## config.mk

```make
export PLATFORM = sky130hd
export DESIGN_NAME = dhcp_message_type_parser_top
export DESIGN_NICKNAME = d
export VERILOG_FILES = /design/src/sv/dmtp_pkg.sv /design/src/sv/dhcp_message_type_parser_top.sv /design/src/sv/dmtp_walk.sv /design/src/sv/dmtp_oreg.sv
export SDC_FILE = /design/constraint.sdc
export NUM_CORES = 1
export LEC_CHECK = 0
export ABC_AREA = 1
export BUFFER_PORTS_ARGS = -buffer_cell sky130_fd_sc_hd__buf_2
export CAP_MARGIN = 5
export CORE_MARGIN = 10
export CORE_UTILIZATION = 45
export DETAILED_ROUTE_END_ITERATION = 8
export PLACE_DENSITY = 0.71
export SYNTH_ARGS = -nofsm -noshare
export SYNTH_HDL_FRONTEND = slang
export SYNTH_HIERARCHICAL = 1
export SYNTH_SLANG_ARGS = --single-unit
```

## constraint.sdc

```tcl
create_clock -name clk -period 3.1 [get_ports clk]
set_clock_uncertainty 0.05 [all_clocks]
set_input_delay 0.31 -clock clk [delete_from_list [all_inputs] [get_ports clk]]
set_output_delay 0.31 -clock clk [all_outputs]
set_load 0.03 [all_outputs]
```

## src/sv/dmtp_pkg.sv

```systemverilog
// ----------------------------------------------------------------------------
// dmtp_pkg
// Shared types, constants and helpers for the DHCP message type parser.
// ----------------------------------------------------------------------------
package dmtp_pkg;

  localparam int MaxLenDefault = 1024;
  localparam int PosW          = 11;
  localparam int ByteW         = 8;
  localparam int StatusW       = 3;
  localparam int OutDataW      = 16;

  localparam logic [PosW-1:0]  PosSat       = 11'd2047;
  localparam logic [PosW-1:0]  CookieFirst  = 11'd236;
  localparam logic [PosW-1:0]  CookieLast   = 11'd239;
  localparam logic [PosW-1:0]  OptionsStart = 11'd240;
  // Packet shorter than 244 bytes: last offset below 243
  localparam logic [PosW-1:0]  ShortLimit   = 11'd243;

  localparam logic [ByteW-1:0] OptPad       = 8'd0;
  localparam logic [ByteW-1:0] OptEnd       = 8'd255;
  localparam logic [ByteW-1:0] OptMsgType   = 8'd53;
  localparam logic [ByteW-1:0] LenOne       = 8'd1;

  typedef enum logic [2:0] {
    PH_WAIT,
    PH_CODE,
    PH_LENGTH,
    PH_SKIP,
    PH_CAPTURE,
    PH_DONE
  } phase_t;

  typedef enum logic [StatusW-1:0] {
    ST_FOUND     = 3'd0,
    ST_SHORT     = 3'd1,
    ST_BAD_COOK  = 3'd2,
    ST_NOT_FOUND = 3'd3,
    ST_TOO_LONG  = 3'd4
  } status_t;

  typedef struct packed {
    logic             valid;
    logic [ByteW-1:0] data;
    logic             last;
  } step_t;

  typedef struct packed {
    logic             valid;
    logic [ByteW-1:0] mtype;
    status_t          status;
  } res_t;

  // Magic cookie byte for offsets 236..239; 236 is a multiple of four
  function automatic logic [ByteW-1:0] cookie_byte(input logic [1:0] idx);
    logic [ByteW-1:0] b;
    case (idx)
      2'd0:    b = 8'h63;
      2'd1:    b = 8'h82;
      2'd2:    b = 8'h53;
      2'd3:    b = 8'h63;
      default: b = 8'h63;
    endcase
    return b;
  endfunction

endpackage

```

## src/sv/dhcp_message_type_parser_top.sv

```systemverilog
// ----------------------------------------------------------------------------
// dhcp_message_type_parser_top
// Byte-stream DHCP parser reporting the message type option of each packet.
// ----------------------------------------------------------------------------
// Feed a BOOTP/DHCP packet one byte per item from offset zero, with tlast on
// its final byte. The block checks the magic cookie at offsets 236 to 239,
// walks the options from offset 240 and captures the first message type
// option (code 53, length 1). For each packet it returns exactly one result
// item, on the last byte: the type in bits 7:0 and a status in bits 10:8
// (0 found, 1 shorter than 244 bytes, 2 bad cookie, 3 not found, 4 longer
// than MAX_LEN). The type reads zero unless the status is found. One byte is
// taken every clock cycle while input is not stalled; the per-byte walk
// update is combinational logic between the input register and the state
// registers, and a result is formed from the last byte in the input register
// and then held in the output register. The output register decouples the
// two sides, so bytes keep flowing while a result waits to be taken; only a
// second result blocked behind an untaken one stalls input.
module dhcp_message_type_parser_top #(
  parameter int MAX_LEN = dmtp_pkg::MaxLenDefault
) (
  input  logic                          clk,
  input  logic                          rst_n,
  input  logic                          in_tvalid,
  output logic                          in_tready,
  input  logic [dmtp_pkg::ByteW-1:0]    in_tdata,   // [7:0] data_byte
  input  logic                          in_tlast,   // last_byte
  output logic                          out_tvalid,
  input  logic                          out_tready,
  output logic [dmtp_pkg::OutDataW-1:0] out_tdata   // [7:0] message_type,
                                                    // [10:8] parse_status
);

  logic                       in_vld_r;
  logic [dmtp_pkg::ByteW-1:0] in_data_r;
  logic                       in_last_r;
  logic                       out_free;
  logic                       consume;
  dmtp_pkg::step_t            step;
  dmtp_pkg::res_t             res;

  // Advance the held byte unless it ends a packet and the result slot is full
  assign consume   = in_vld_r && (!in_last_r || out_free);
  assign in_tready = !in_vld_r || consume;

  assign step.valid = consume;
  assign step.data  = in_data_r;
  assign step.last  = in_last_r;

  always_ff @(posedge clk) begin
    if (!rst_n) begin
      in_vld_r <= 1'b0;
    end else if (in_tready) begin
      in_vld_r <= in_tvalid;
    end
  end

  always_ff @(posedge clk) begin
    if (in_tready && in_tvalid) begin
      in_data_r <= in_tdata;
      in_last_r <= in_tlast;
    end
  end

  dmtp_walk #(
    .MAX_LEN (MAX_LEN)
  ) u_walk (
    .clk   (clk),
    .rst_n (rst_n),
    .step  (step),
    .res   (res)
  );

  dmtp_oreg u_oreg (
    .clk        (clk),
    .rst_n      (rst_n),
    .res        (res),
    .free       (out_free),
    .out_tvalid (out_tvalid),
    .out_tready (out_tready),
    .out_tdata  (out_tdata)
  );

endmodule

```

## src/sv/dmtp_walk.sv

```systemverilog
// ----------------------------------------------------------------------------
// dmtp_walk
// Per-byte position, cookie and option walk state; forms the result item.
// ----------------------------------------------------------------------------
module dmtp_walk #(
  parameter int MAX_LEN = dmtp_pkg::MaxLenDefault
) (
  input  logic             clk,
  input  logic             rst_n,
  input  dmtp_pkg::step_t  step,
  output dmtp_pkg::res_t   res
);

  localparam logic [dmtp_pkg::PosW-1:0] MaxLenW = dmtp_pkg::PosW'(MAX_LEN);

  logic [dmtp_pkg::PosW-1:0]  pos_r, pos_nxt;
  logic                       cookie_good_r, cookie_good_nxt;
  dmtp_pkg::phase_t           phase_r, phase_nxt;
  logic [dmtp_pkg::ByteW-1:0] skip_r, skip_nxt;
  logic                       is_type_r, is_type_nxt;
  logic                       found_r, found_nxt;
  logic [dmtp_pkg::ByteW-1:0] value_r, value_nxt;

  dmtp_pkg::phase_t           ph_in;
  logic [dmtp_pkg::ByteW-1:0] skip_dec;
  logic [dmtp_pkg::ByteW-1:0] b;

  always_comb begin
    b               = step.data;
    pos_nxt         = pos_r;
    cookie_good_nxt = cookie_good_r;
    phase_nxt       = phase_r;
    skip_nxt        = skip_r;
    is_type_nxt     = is_type_r;
    found_nxt       = found_r;
    value_nxt       = value_r;
    skip_dec        = skip_r - 8'd1;
    res.valid       = 1'b0;
    res.mtype       = '0;
    res.status      = dmtp_pkg::ST_NOT_FOUND;

    if (pos_r >= dmtp_pkg::CookieFirst && pos_r <= dmtp_pkg::CookieLast &&
        b != dmtp_pkg::cookie_byte(pos_r[1:0])) begin
      cookie_good_nxt = 1'b0;
    end

    ph_in = phase_r;
    if (phase_r == dmtp_pkg::PH_WAIT && pos_r == dmtp_pkg::OptionsStart) begin
      ph_in = dmtp_pkg::PH_CODE;
    end
    phase_nxt = ph_in;

    if (pos_r < dmtp_pkg::PosSat) begin
      case (ph_in)
        dmtp_pkg::PH_CODE: begin
          if (b == dmtp_pkg::OptEnd) begin
            phase_nxt = dmtp_pkg::PH_DONE;
          end else if (b != dmtp_pkg::OptPad) begin
            is_type_nxt = (b == dmtp_pkg::OptMsgType);
            phase_nxt   = dmtp_pkg::PH_LENGTH;
          end
        end
        dmtp_pkg::PH_LENGTH: begin
          if (is_type_r && b == dmtp_pkg::LenOne) begin
            phase_nxt = dmtp_pkg::PH_CAPTURE;
          end else if (b == dmtp_pkg::OptPad) begin
            phase_nxt = dmtp_pkg::PH_CODE;
          end else begin
            skip_nxt  = b;
            phase_nxt = dmtp_pkg::PH_SKIP;
          end
        end
        dmtp_pkg::PH_SKIP: begin
          skip_nxt = skip_dec;
          if (skip_dec == '0) begin
            phase_nxt = dmtp_pkg::PH_CODE;
          end
        end
        dmtp_pkg::PH_CAPTURE: begin
          value_nxt = b;
          found_nxt = 1'b1;
          phase_nxt = dmtp_pkg::PH_DONE;
        end
        default: begin
        end
      endcase
    end

    if (pos_r < dmtp_pkg::PosSat) begin
      pos_nxt = pos_r + 11'd1;
    end

    if (step.last) begin
      res.valid = step.valid;
      if (pos_r >= dmtp_pkg::PosSat || pos_r >= MaxLenW) begin
        res.status = dmtp_pkg::ST_TOO_LONG;
      end else if (pos_r < dmtp_pkg::ShortLimit) begin
        res.status = dmtp_pkg::ST_SHORT;
      end else if (!cookie_good_nxt) begin
        res.status = dmtp_pkg::ST_BAD_COOK;
      end else if (found_nxt) begin
        res.status = dmtp_pkg::ST_FOUND;
        res.mtype  = value_nxt;
      end else begin
        res.status = dmtp_pkg::ST_NOT_FOUND;
      end
      // Packet over: back to the reset values
      pos_nxt         = '0;
      cookie_good_nxt = 1'b1;
      phase_nxt       = dmtp_pkg::PH_WAIT;
      skip_nxt        = '0;
      is_type_nxt     = 1'b0;
      found_nxt       = 1'b0;
      value_nxt       = '0;
    end
  end

  always_ff @(posedge clk) begin
    if (!rst_n) begin
      pos_r         <= '0;
      cookie_good_r <= 1'b1;
      phase_r       <= dmtp_pkg::PH_WAIT;
      skip_r        <= '0;
      is_type_r     <= 1'b0;
      found_r       <= 1'b0;
      value_r       <= '0;
    end else if (step.valid) begin
      pos_r         <= pos_nxt;
      cookie_good_r <= cookie_good_nxt;
      phase_r       <= phase_nxt;
      skip_r        <= skip_nxt;
      is_type_r     <= is_type_nxt;
      found_r       <= found_nxt;
      value_r       <= value_nxt;
    end
  end

endmodule

```

## src/sv/dmtp_oreg.sv

```systemverilog
// ----------------------------------------------------------------------------
// dmtp_oreg
// Result register driving the master-side stream.
// ----------------------------------------------------------------------------
module dmtp_oreg (
  input  logic                            clk,
  input  logic                            rst_n,
  input  dmtp_pkg::res_t                  res,
  output logic                            free,
  output logic                            out_tvalid,
  input  logic                            out_tready,
  output logic [dmtp_pkg::OutDataW-1:0]   out_tdata
);

  logic                       vld_r;
  logic [dmtp_pkg::ByteW-1:0] mtype_r;
  dmtp_pkg::status_t          status_r;

  assign free       = !vld_r || out_tready;
  assign out_tvalid = vld_r;
  assign out_tdata  = {5'd0, status_r, mtype_r};

  always_ff @(posedge clk) begin
    if (!rst_n) begin
      vld_r <= 1'b0;
    end else if (free) begin
      vld_r <= res.valid;
    end
  end

  // Hold the result until taken
  always_ff @(posedge clk) begin
    if (free && res.valid) begin
      mtype_r  <= res.mtype;
      status_r <= res.status;
    end
  end

endmodule

```

==> impl_metrics.tcl, run 1 <==
set metrics [dict create \
    tightest_slew_ns 0.682 \
    crit_required_ns 3.31 \
    clk_latency_ns 0.31 \
    drv_cap 0 \
    use_met1 0.166 \
    clkTransAtPathRegs_ns 0.10 \
    ant_nets 0 \
    ys_seq_area_frac 0.402 \
    cts-htree-levels 2 \
    row_count 30 \
    slowest_delay_ns 0.64 \
    avgRoutedWirePerCell_um 12.6 \
    via_per_inst 4.89 \
    postRouteWirelength_mm 7.03 \
    seq_area_um2 1300 \
    reg2regPathDepth 8 \
    cts.repair.resized 0 \
    r2r-start "in_last_r$_DFFE_PP_" \
    yosysWarnings 6 \
    p_comb_frac 0.135 \
    grt_pass1_vias 2715 \
    fmaxAchievable_mhz 401 \
    core_area_um2 6910 \
    cellLeakagePower_uw 0.00155 \
    clockBufferDepth 2 \
    hold_class "input pin to flop" \
    synth.distinct_cells 42 \
    critPathLaunch "in_last_r$_DFFE_PP_" \
    total_power_uw 1390 \
    die_y_um 105 \
    grt_usage 0.129 \
    status "finished clean" \
    cts_setup_buffers 0 \
    p_switching_uw 396 \
    maxSlewHeadroom 0.541 \
    postCtsHoldBufs 0 \
    powerDensity_nw_per_um2 395 \
    multi_input_comb_area_um2 1600 \
    cts_sinks 55 \
    busiest_layer "met2" \
    grt_antenna_before_repair 0 \
    arrival_ns 2.70 \
    antenna_cells 0 \
    path_common_cell "inv_1" \
    vias 2721 \
    grt_pass1_wl_mm 12.2 \
    die_w_um 105 \
    crit_buf_inv 3 \
    grt_max_degree 20 \
    r2r-end "u_walk/pos_r[0]$_SDFFE_PN0P_" \
    rrSetupSlack_ns 0.61 \
    syn_area_um2 3230 \
    grtUsageMet2 0.211 \
    hold_slack_ns 0.111 \
    yosys_register_bits 55 \
    gp_congestion 0.897 \
    ctsRootBufferMaster "clkbuf_8" \
    worstSetupPathDepth 8 \
    area.growth.synth_to_final_pct 9.02 \
    seq_power_share 0.569 \
    setup_viol 0 \
    worst_path_max_delay_cell "a21boi_0" \
    syn_area_per_cell_um2 7.45 \
    clkPwrFrac 0.296 \
    path_cells "a21boi_0 > inv_1 > nor2_1 > buf_4 > nand2_1 > a21oi_1 > o21ai_0 > inv_1" \
    cts-buffers-inserted 5 \
    numPortBuffers 25 \
    p_sw_frac 0.285 \
    crit_fanout 13 \
    hold_violations 0 \
    nFillCells 691 \
    synthCells 434 \
    remaining_drc_errors 0 \
    fin_tns_setup_ns 0 \
    cts_tree "built" \
    dp_hpwl_mm 5.48 \
    intPower_uw 996 \
    die_area_um2 11000 \
    cp-start-kind "flop" \
    critPathKind "flop to flop" \
    end_kind "flop" \
    grt-ovfl-total 0 \
    fin_crit_ns 2.49 \
    final_max_slew_viol_count 0 \
    min_period_over_period 0.804 \
    use_met3 0.0252 \
    crit_end "u_walk/pos_r[0]$_SDFFE_PN0P_" \
    ioPinCount 31 \
    cp_top_family "compound AO/OA/AOI/OAI gates" \
    start_util 0.468 \
    rsz0062_at_grt "false" \
    peakVddDrop_uv 300 \
    drtPass1Iterations 5 \
    drive_gt1_frac 0.210 \
    finalNetCount 479 \
    drt_iter0_markers 161 \
]
## synth_stat cells, drive strengths merged
| master | instances | area [um2] |
|---|---|---|
| nand2 | 107 | 444 |
| ha | 6 | 75.1 |
| conb | 1 | 3.75 |
| edfxtp | 20 | 601 |
| o31ai | 1 | 7.51 |
| xor2 | 2 | 17.5 |
| buf | 9 | 68.8 |
| nand3b | 4 | 30.0 |
| nor2 | 64 | 285 |
| a22oi | 1 | 7.51 |
| o211ai | 4 | 30.0 |
| a21boi | 1 | 7.51 |
| dfxtp | 35 | 701 |
| nand3 | 31 | 188 |
| a31o | 1 | 8.76 |
| nor3 | 6 | 51.3 |
| a211oi | 1 | 7.51 |
| a21oi | 33 | 184 |
| nor4 | 1 | 6.26 |
| clkbuf | 3 | 11.3 |
| a31oi | 1 | 6.26 |
| xnor2 | 1 | 8.76 |
| nand4 | 3 | 18.8 |
| o21ai | 28 | 196 |
| inv | 70 | 268 |
## through the flow
stage	util	worst slack (ns)	cells	area (um2)
6_report	0.510	0.607	557	3520
5_1_grt	0.510	0.380	557	3520
4_1_cts	0.510	0.622	557	3520
3_5_place_dp	0.496	0.667	549	3430
3_3_place_gp	0.496	0.759	549	3430
2_1_floorplan	-	0.604	438	3250
## registers in the layout, summed over array words and instances (netlist names), 3 cells and up
name             count
u_oreg/mtype_r       8
u_oreg/status_r      3
u_walk/value_r       8
u_walk/phase_r       3
in_data_r            8
u_walk/skip_r        8
u_walk/pos_r        11
## cell families (layout without fill, tap and decap cells)
kind of cell / after synthesis / after routing / synth area share
buf+inv: 82 / 105 / 0.108
simple gates: 216 / 216 / 0.317
compound gates: 71 / 71 / 0.141
other cells: 1 / 5 / 0.00116
xor+xnor: 3 / 3 / 0.00813
flops: 55 / 55 / 0.402
fa+ha+maj: 6 / 6 / 0.0232
## power by group through the flow
stage          clock, uW  combinational, uW  sequential [uW]
6_report             412                188              792
5_1_grt              463                215              796
4_1_cts              428                188              792
3_5_place_dp           0                187              809
3_3_place_gp           0                184              808
2_1_floorplan          0                143              809
## cell type report
type | instances | share of cell area
clock buffers | 5 | 0.0195
clock inverters | 3 | 0.00781
inverters | 70 | 0.0760
multi-input cells | 301 | 0.454
flip-flops and latches | 55 | 0.369
well taps | 96 | 0.0341
repair buffers | 27 | 0.0398
## placed cells by master, fill, tap and decap left out, types with 3 or more instances in the layout
cell,instances
o21ai_2,9
nand3b_1,4
o21ai_1,5
clkbuf_8,5
a21oi_1,28
nand2_4,3
inv_2,11
nand3_2,4
nand2_2,8
nor2_1,50
nand2_1,96
nand4_1,3
nor2_2,12
o21ai_0,12
a21oi_2,5
nand3_1,26
dfxtp_1,35
nor3_1,3
conb_1,5
ha_1,6
o211ai_1,4
edfxtp_1,20
inv_1,57
buf_2,25
## how the worst min path moves through the flow
| stage | start | endpoint | slack, ns | cells after the start |
|---|---|---|---|---|
| after floorplan | in_tdata[0] | in_data_r[0]$_DFFE_PP_ | 0.36 | 0 |
| after global placement | u_walk/value_r[4]$_SDFFE_PN0P_ | u_walk/value_r[4]$_SDFFE_PN0P_ | 0.42 | 2 |
| after detailed placement | u_walk/pos_r[7]$_SDFFE_PN0P_ | u_walk/pos_r[7]$_SDFFE_PN0P_ | 0.42 | 1 |
| after CTS | in_tdata[4] | in_data_r[4]$_DFFE_PP_ | 0.10 | 1 |
| after global routing | in_tdata[3] | in_data_r[3]$_DFFE_PP_ | 0.09 | 1 |
| final | in_tdata[4] | in_data_r[4]$_DFFE_PP_ | 0.11 | 1 |
## layer usage
metal | vias up | wire length (um)
met5 | - | 0
met4 | 0 | 96
met3 | 11 | 307
met2 | 61 | 3170
met1 | 1220 | 3460
li1 | 1429 | -
(Power assumes the default switching activity.)
==> run 2: changes to the inputs <==
--- a/config.mk
+++ b/config.mk
@@ -5,13 +5,13 @@
 export SDC_FILE = /design/constraint.sdc
 export NUM_CORES = 1
 export LEC_CHECK = 0
-export ABC_AREA = 1
+export ABC_AREA = 0
 export BUFFER_PORTS_ARGS = -buffer_cell sky130_fd_sc_hd__buf_2
 export CAP_MARGIN = 5
 export CORE_MARGIN = 10
 export CORE_UTILIZATION = 45
 export DETAILED_ROUTE_END_ITERATION = 8
-export PLACE_DENSITY = 0.71
+export PLACE_DENSITY = 0.72
 export SYNTH_ARGS = -nofsm -noshare
 export SYNTH_HDL_FRONTEND = slang
 export SYNTH_HIERARCHICAL = 1
==> constraint.sdc (replaced) <==
create_clock -name clk -period 2.3 [get_ports clk]
set_clock_uncertainty 0.05 [all_clocks]
set_input_delay 0.23 -clock clk [delete_from_list [all_inputs] [get_ports clk]]
set_output_delay 0.23 -clock clk [all_outputs]
set_load 0.03 [all_outputs]
==> impl_metrics.tcl, run 2 <==
set metrics [dict create \
    numPortBuffers 25 \
    cellLeakagePower_uw 0.00136 \
    grt_pass1_vias 2522 \
    ioPinCount 31 \
    yosysWarnings 6 \
    start_util 0.458 \
    critPathLaunch "u_oreg/out_tvalid$_SDFFE_PN0P_" \
    fin_ws_ns 0.115 \
    antenna_cells 0 \
    syn_area_per_cell_um2 8.87 \
    critPathKind "flop to flop" \
    cp-start-kind "flop" \
    synth-xor-area-share 0.0283 \
    synth-compound-area-share 0.220 \
    total_power_uw 1820 \
    synthCells 349 \
    cts_tree "built" \
    yosys.area.top_type "dfxtp_1" \
    tightest_slew_ns 0.713 \
    via_per_inst 5.79 \
    rrSetupSlack_ns 0.12 \
    gp_congestion 0.892 \
    ys_seq_area_frac 0.420 \
    drtPass1Iterations 5 \
    fin_tns_setup_ns 0 \
    grt_usage 0.146 \
    row_count 30 \
    min_period_over_period 0.950 \
    vias 2709 \
    fmaxAchievable_mhz 458 \
    r2r-end "u_walk/skip_r[3]$_SDFFE_PN0P_" \
    hold_violations 0 \
    finalNetCount 406 \
    remaining_drc_errors 0 \
    hold_class "input pin to flop" \
    synthSimpleGateAreaFrac 0.240 \
    synth.distinct_cells 65 \
    synth_top_area_share 0.226 \
    cts.repair.resized 0 \
    nFillCells 635 \
    ant_nets 0 \
    clk_latency_ns 0.31 \
    die_area_um2 10600 \
    synth_edf_count 20 \
    end_kind "flop" \
    yosys-top-cells-area "dfxtp_1 (23%), edfxtp_1 (19%), nand2_1 (5.6%)" \
    largest_reg_flops 11 \
    arrival_ns 2.36 \
    status "finished clean" \
    ctsRootBufferMaster "clkbuf_8" \
    avgRoutedWirePerCell_um 16.8 \
    crit_end "u_walk/skip_r[3]$_SDFFE_PN0P_" \
    clockBufferDepth 2 \
    rsz0062_at_grt "false" \
    grt_antenna_before_repair 0 \
    crit_required_ns 2.48 \
    drive_gt1_frac 0.188 \
    cts-htree-levels 2 \
    reg2regPathDepth 7 \
    clkTransAtPathRegs_ns 0.10 \
    cts-buffers-inserted 5 \
    drt_iter0_markers 264 \
    synth_mux_area_frac 0.00323 \
    grt-ovfl-total 0 \
    async_flop_share 0 \
    powerDensity_nw_per_um2 519 \
    die_w_um 103 \
    final_cell_mix "nand2_1 (46), dfxtp_1 (35), a21oi_1 (26)" \
    postRouteWirelength_mm 7.86 \
    maxSlewHeadroom 0.523 \
    synth.most_common_cell "nand2_1" \
    yosys-top-cells-count "nand2_1 (46), dfxtp_1 (35), a21oi_1 (26)" \
    grt_max_degree 18 \
    final_max_slew_viol_count 0 \
    largest_register "u_walk/pos_r" \
    die_y_um 103 \
    area.growth.synth_to_final_pct 13.2 \
    r2r-start "u_oreg/out_tvalid$_SDFFE_PN0P_" \
    core_area_um2 6760 \
    syn_area_um2 3100 \
    synth_top_family_by_area "simple AND/OR/NAND/NOR gates" \
    cts_sinks 55 \
    grt_pass1_wl_mm 12.6 \
    crit_fanout 6 \
    yosys_register_bits 55 \
    drv_cap 0 \
    final_util 0.519 \
    dp_hpwl_mm 5.70 \
    synthAdderAreaFrac 0.0242 \
    mostFrequentLayoutCell "nand2_1" \
    fin_crit_ns 2.18 \
    peakVddDrop_uv 297 \
    dp_worst_setup_slack_ns 0.138 \
    setup_viol 0 \
    synthFlopType "dfxtp_1" \
]
==> run 2: cell types whose count changed in the layout (fill, tap and decap cells not counted), moves of 14 or more <==
cell and change:
buf_4 +21, nor3_1 +14, nand2_1 -50, nor2_1 -30, inv_1 -37, nand3_1 -21
==> run 2: layout make-up <==
type	count	area, um2	area share
timing repair buffer	48	298	0.0849
multi-input combinational	256	1620	0.461
clock inverter	2	37.5	0.0107
clock buffer	6	72.6	0.0207
tap	80	100	0.0286
sequential	55	1300	0.371
inverter	21	78.8	0.0225
==> run 2: cell families (layout without fill, tap and decap cells) <==
logic type,count (synthesis),after routing
DFF,55,55
xor gates and xnor gates,10,10
other,1,5
buffers and inverters,42,77
adders and majority gates,6,6
AOI/OAI and AO/OA,97,97
muxes,1,1
and+or+nand+nor,137,137
==> run 2: worst min-delay path by stage <==
stage,start,to,slack (ns),depth (start not counted)
floorplan,in_tdata[0],in_data_r[0]$_DFFE_PP_,0.28,0
global placement,in_tdata[0],in_data_r[0]$_DFFE_PP_,0.36,1
detailed placement,in_tdata[7],in_data_r[7]$_DFFE_PP_,0.36,1
CTS,in_tdata[7],in_data_r[7]$_DFFE_PP_,0.04,1
global route,in_tdata[3],in_data_r[3]$_DFFE_PP_,0.03,1
finish,in_tdata[1],in_data_r[1]$_DFFE_PP_,0.05,1
==> run 2: routing by layer <==
metal | GRT usage | vias to the layer above | wire length, um
met5 | 0 | - | 0
met4 | 0.0235 | 0 | 31
met3 | 0.0268 | 4 | 478
met2 | 0.243 | 106 | 3750
met1 | 0.196 | 1259 | 3590
li1 | - | 1340 | -
==> run 2: where the power goes <==
part	switching (uW)	internal (uW)	total (uW)
combinational	90.0	48.0	138
sequential	12.6	1020	1030
clock	324	326	649
total	426	1390	1820
==> run 2: stage by stage <==
step | instances | cell area, um2 | hold WS (ns)
detailed placement | 459 | 3390 | 0.359
finish | 468 | 3510 | 0.0465
CTS | 467 | 3500 | 0.0407
global route | 468 | 3510 | 0.0291
global placement | 459 | 3390 | 0.357
floorplan | 353 | 3110 | 0.279
==> run 2: critical path: stages (launching register included) <==
cell	delay, ns
dfxtp_1	0.34
nand2b_4	0.09
inv_1	0.04
a21boi_0	0.35
o31ai_1	0.21
nor3_1	0.60
o311ai_0	0.26
o211ai_1	0.15
==> run 2: what timing repair did <==
| action | in CTS | in global routing |
|---|---|---|
| endpoints found under the setup margin | 0 | 7 |
| hold buffers | 0 | 0 |
| buffers inserted | 0 | 1 |
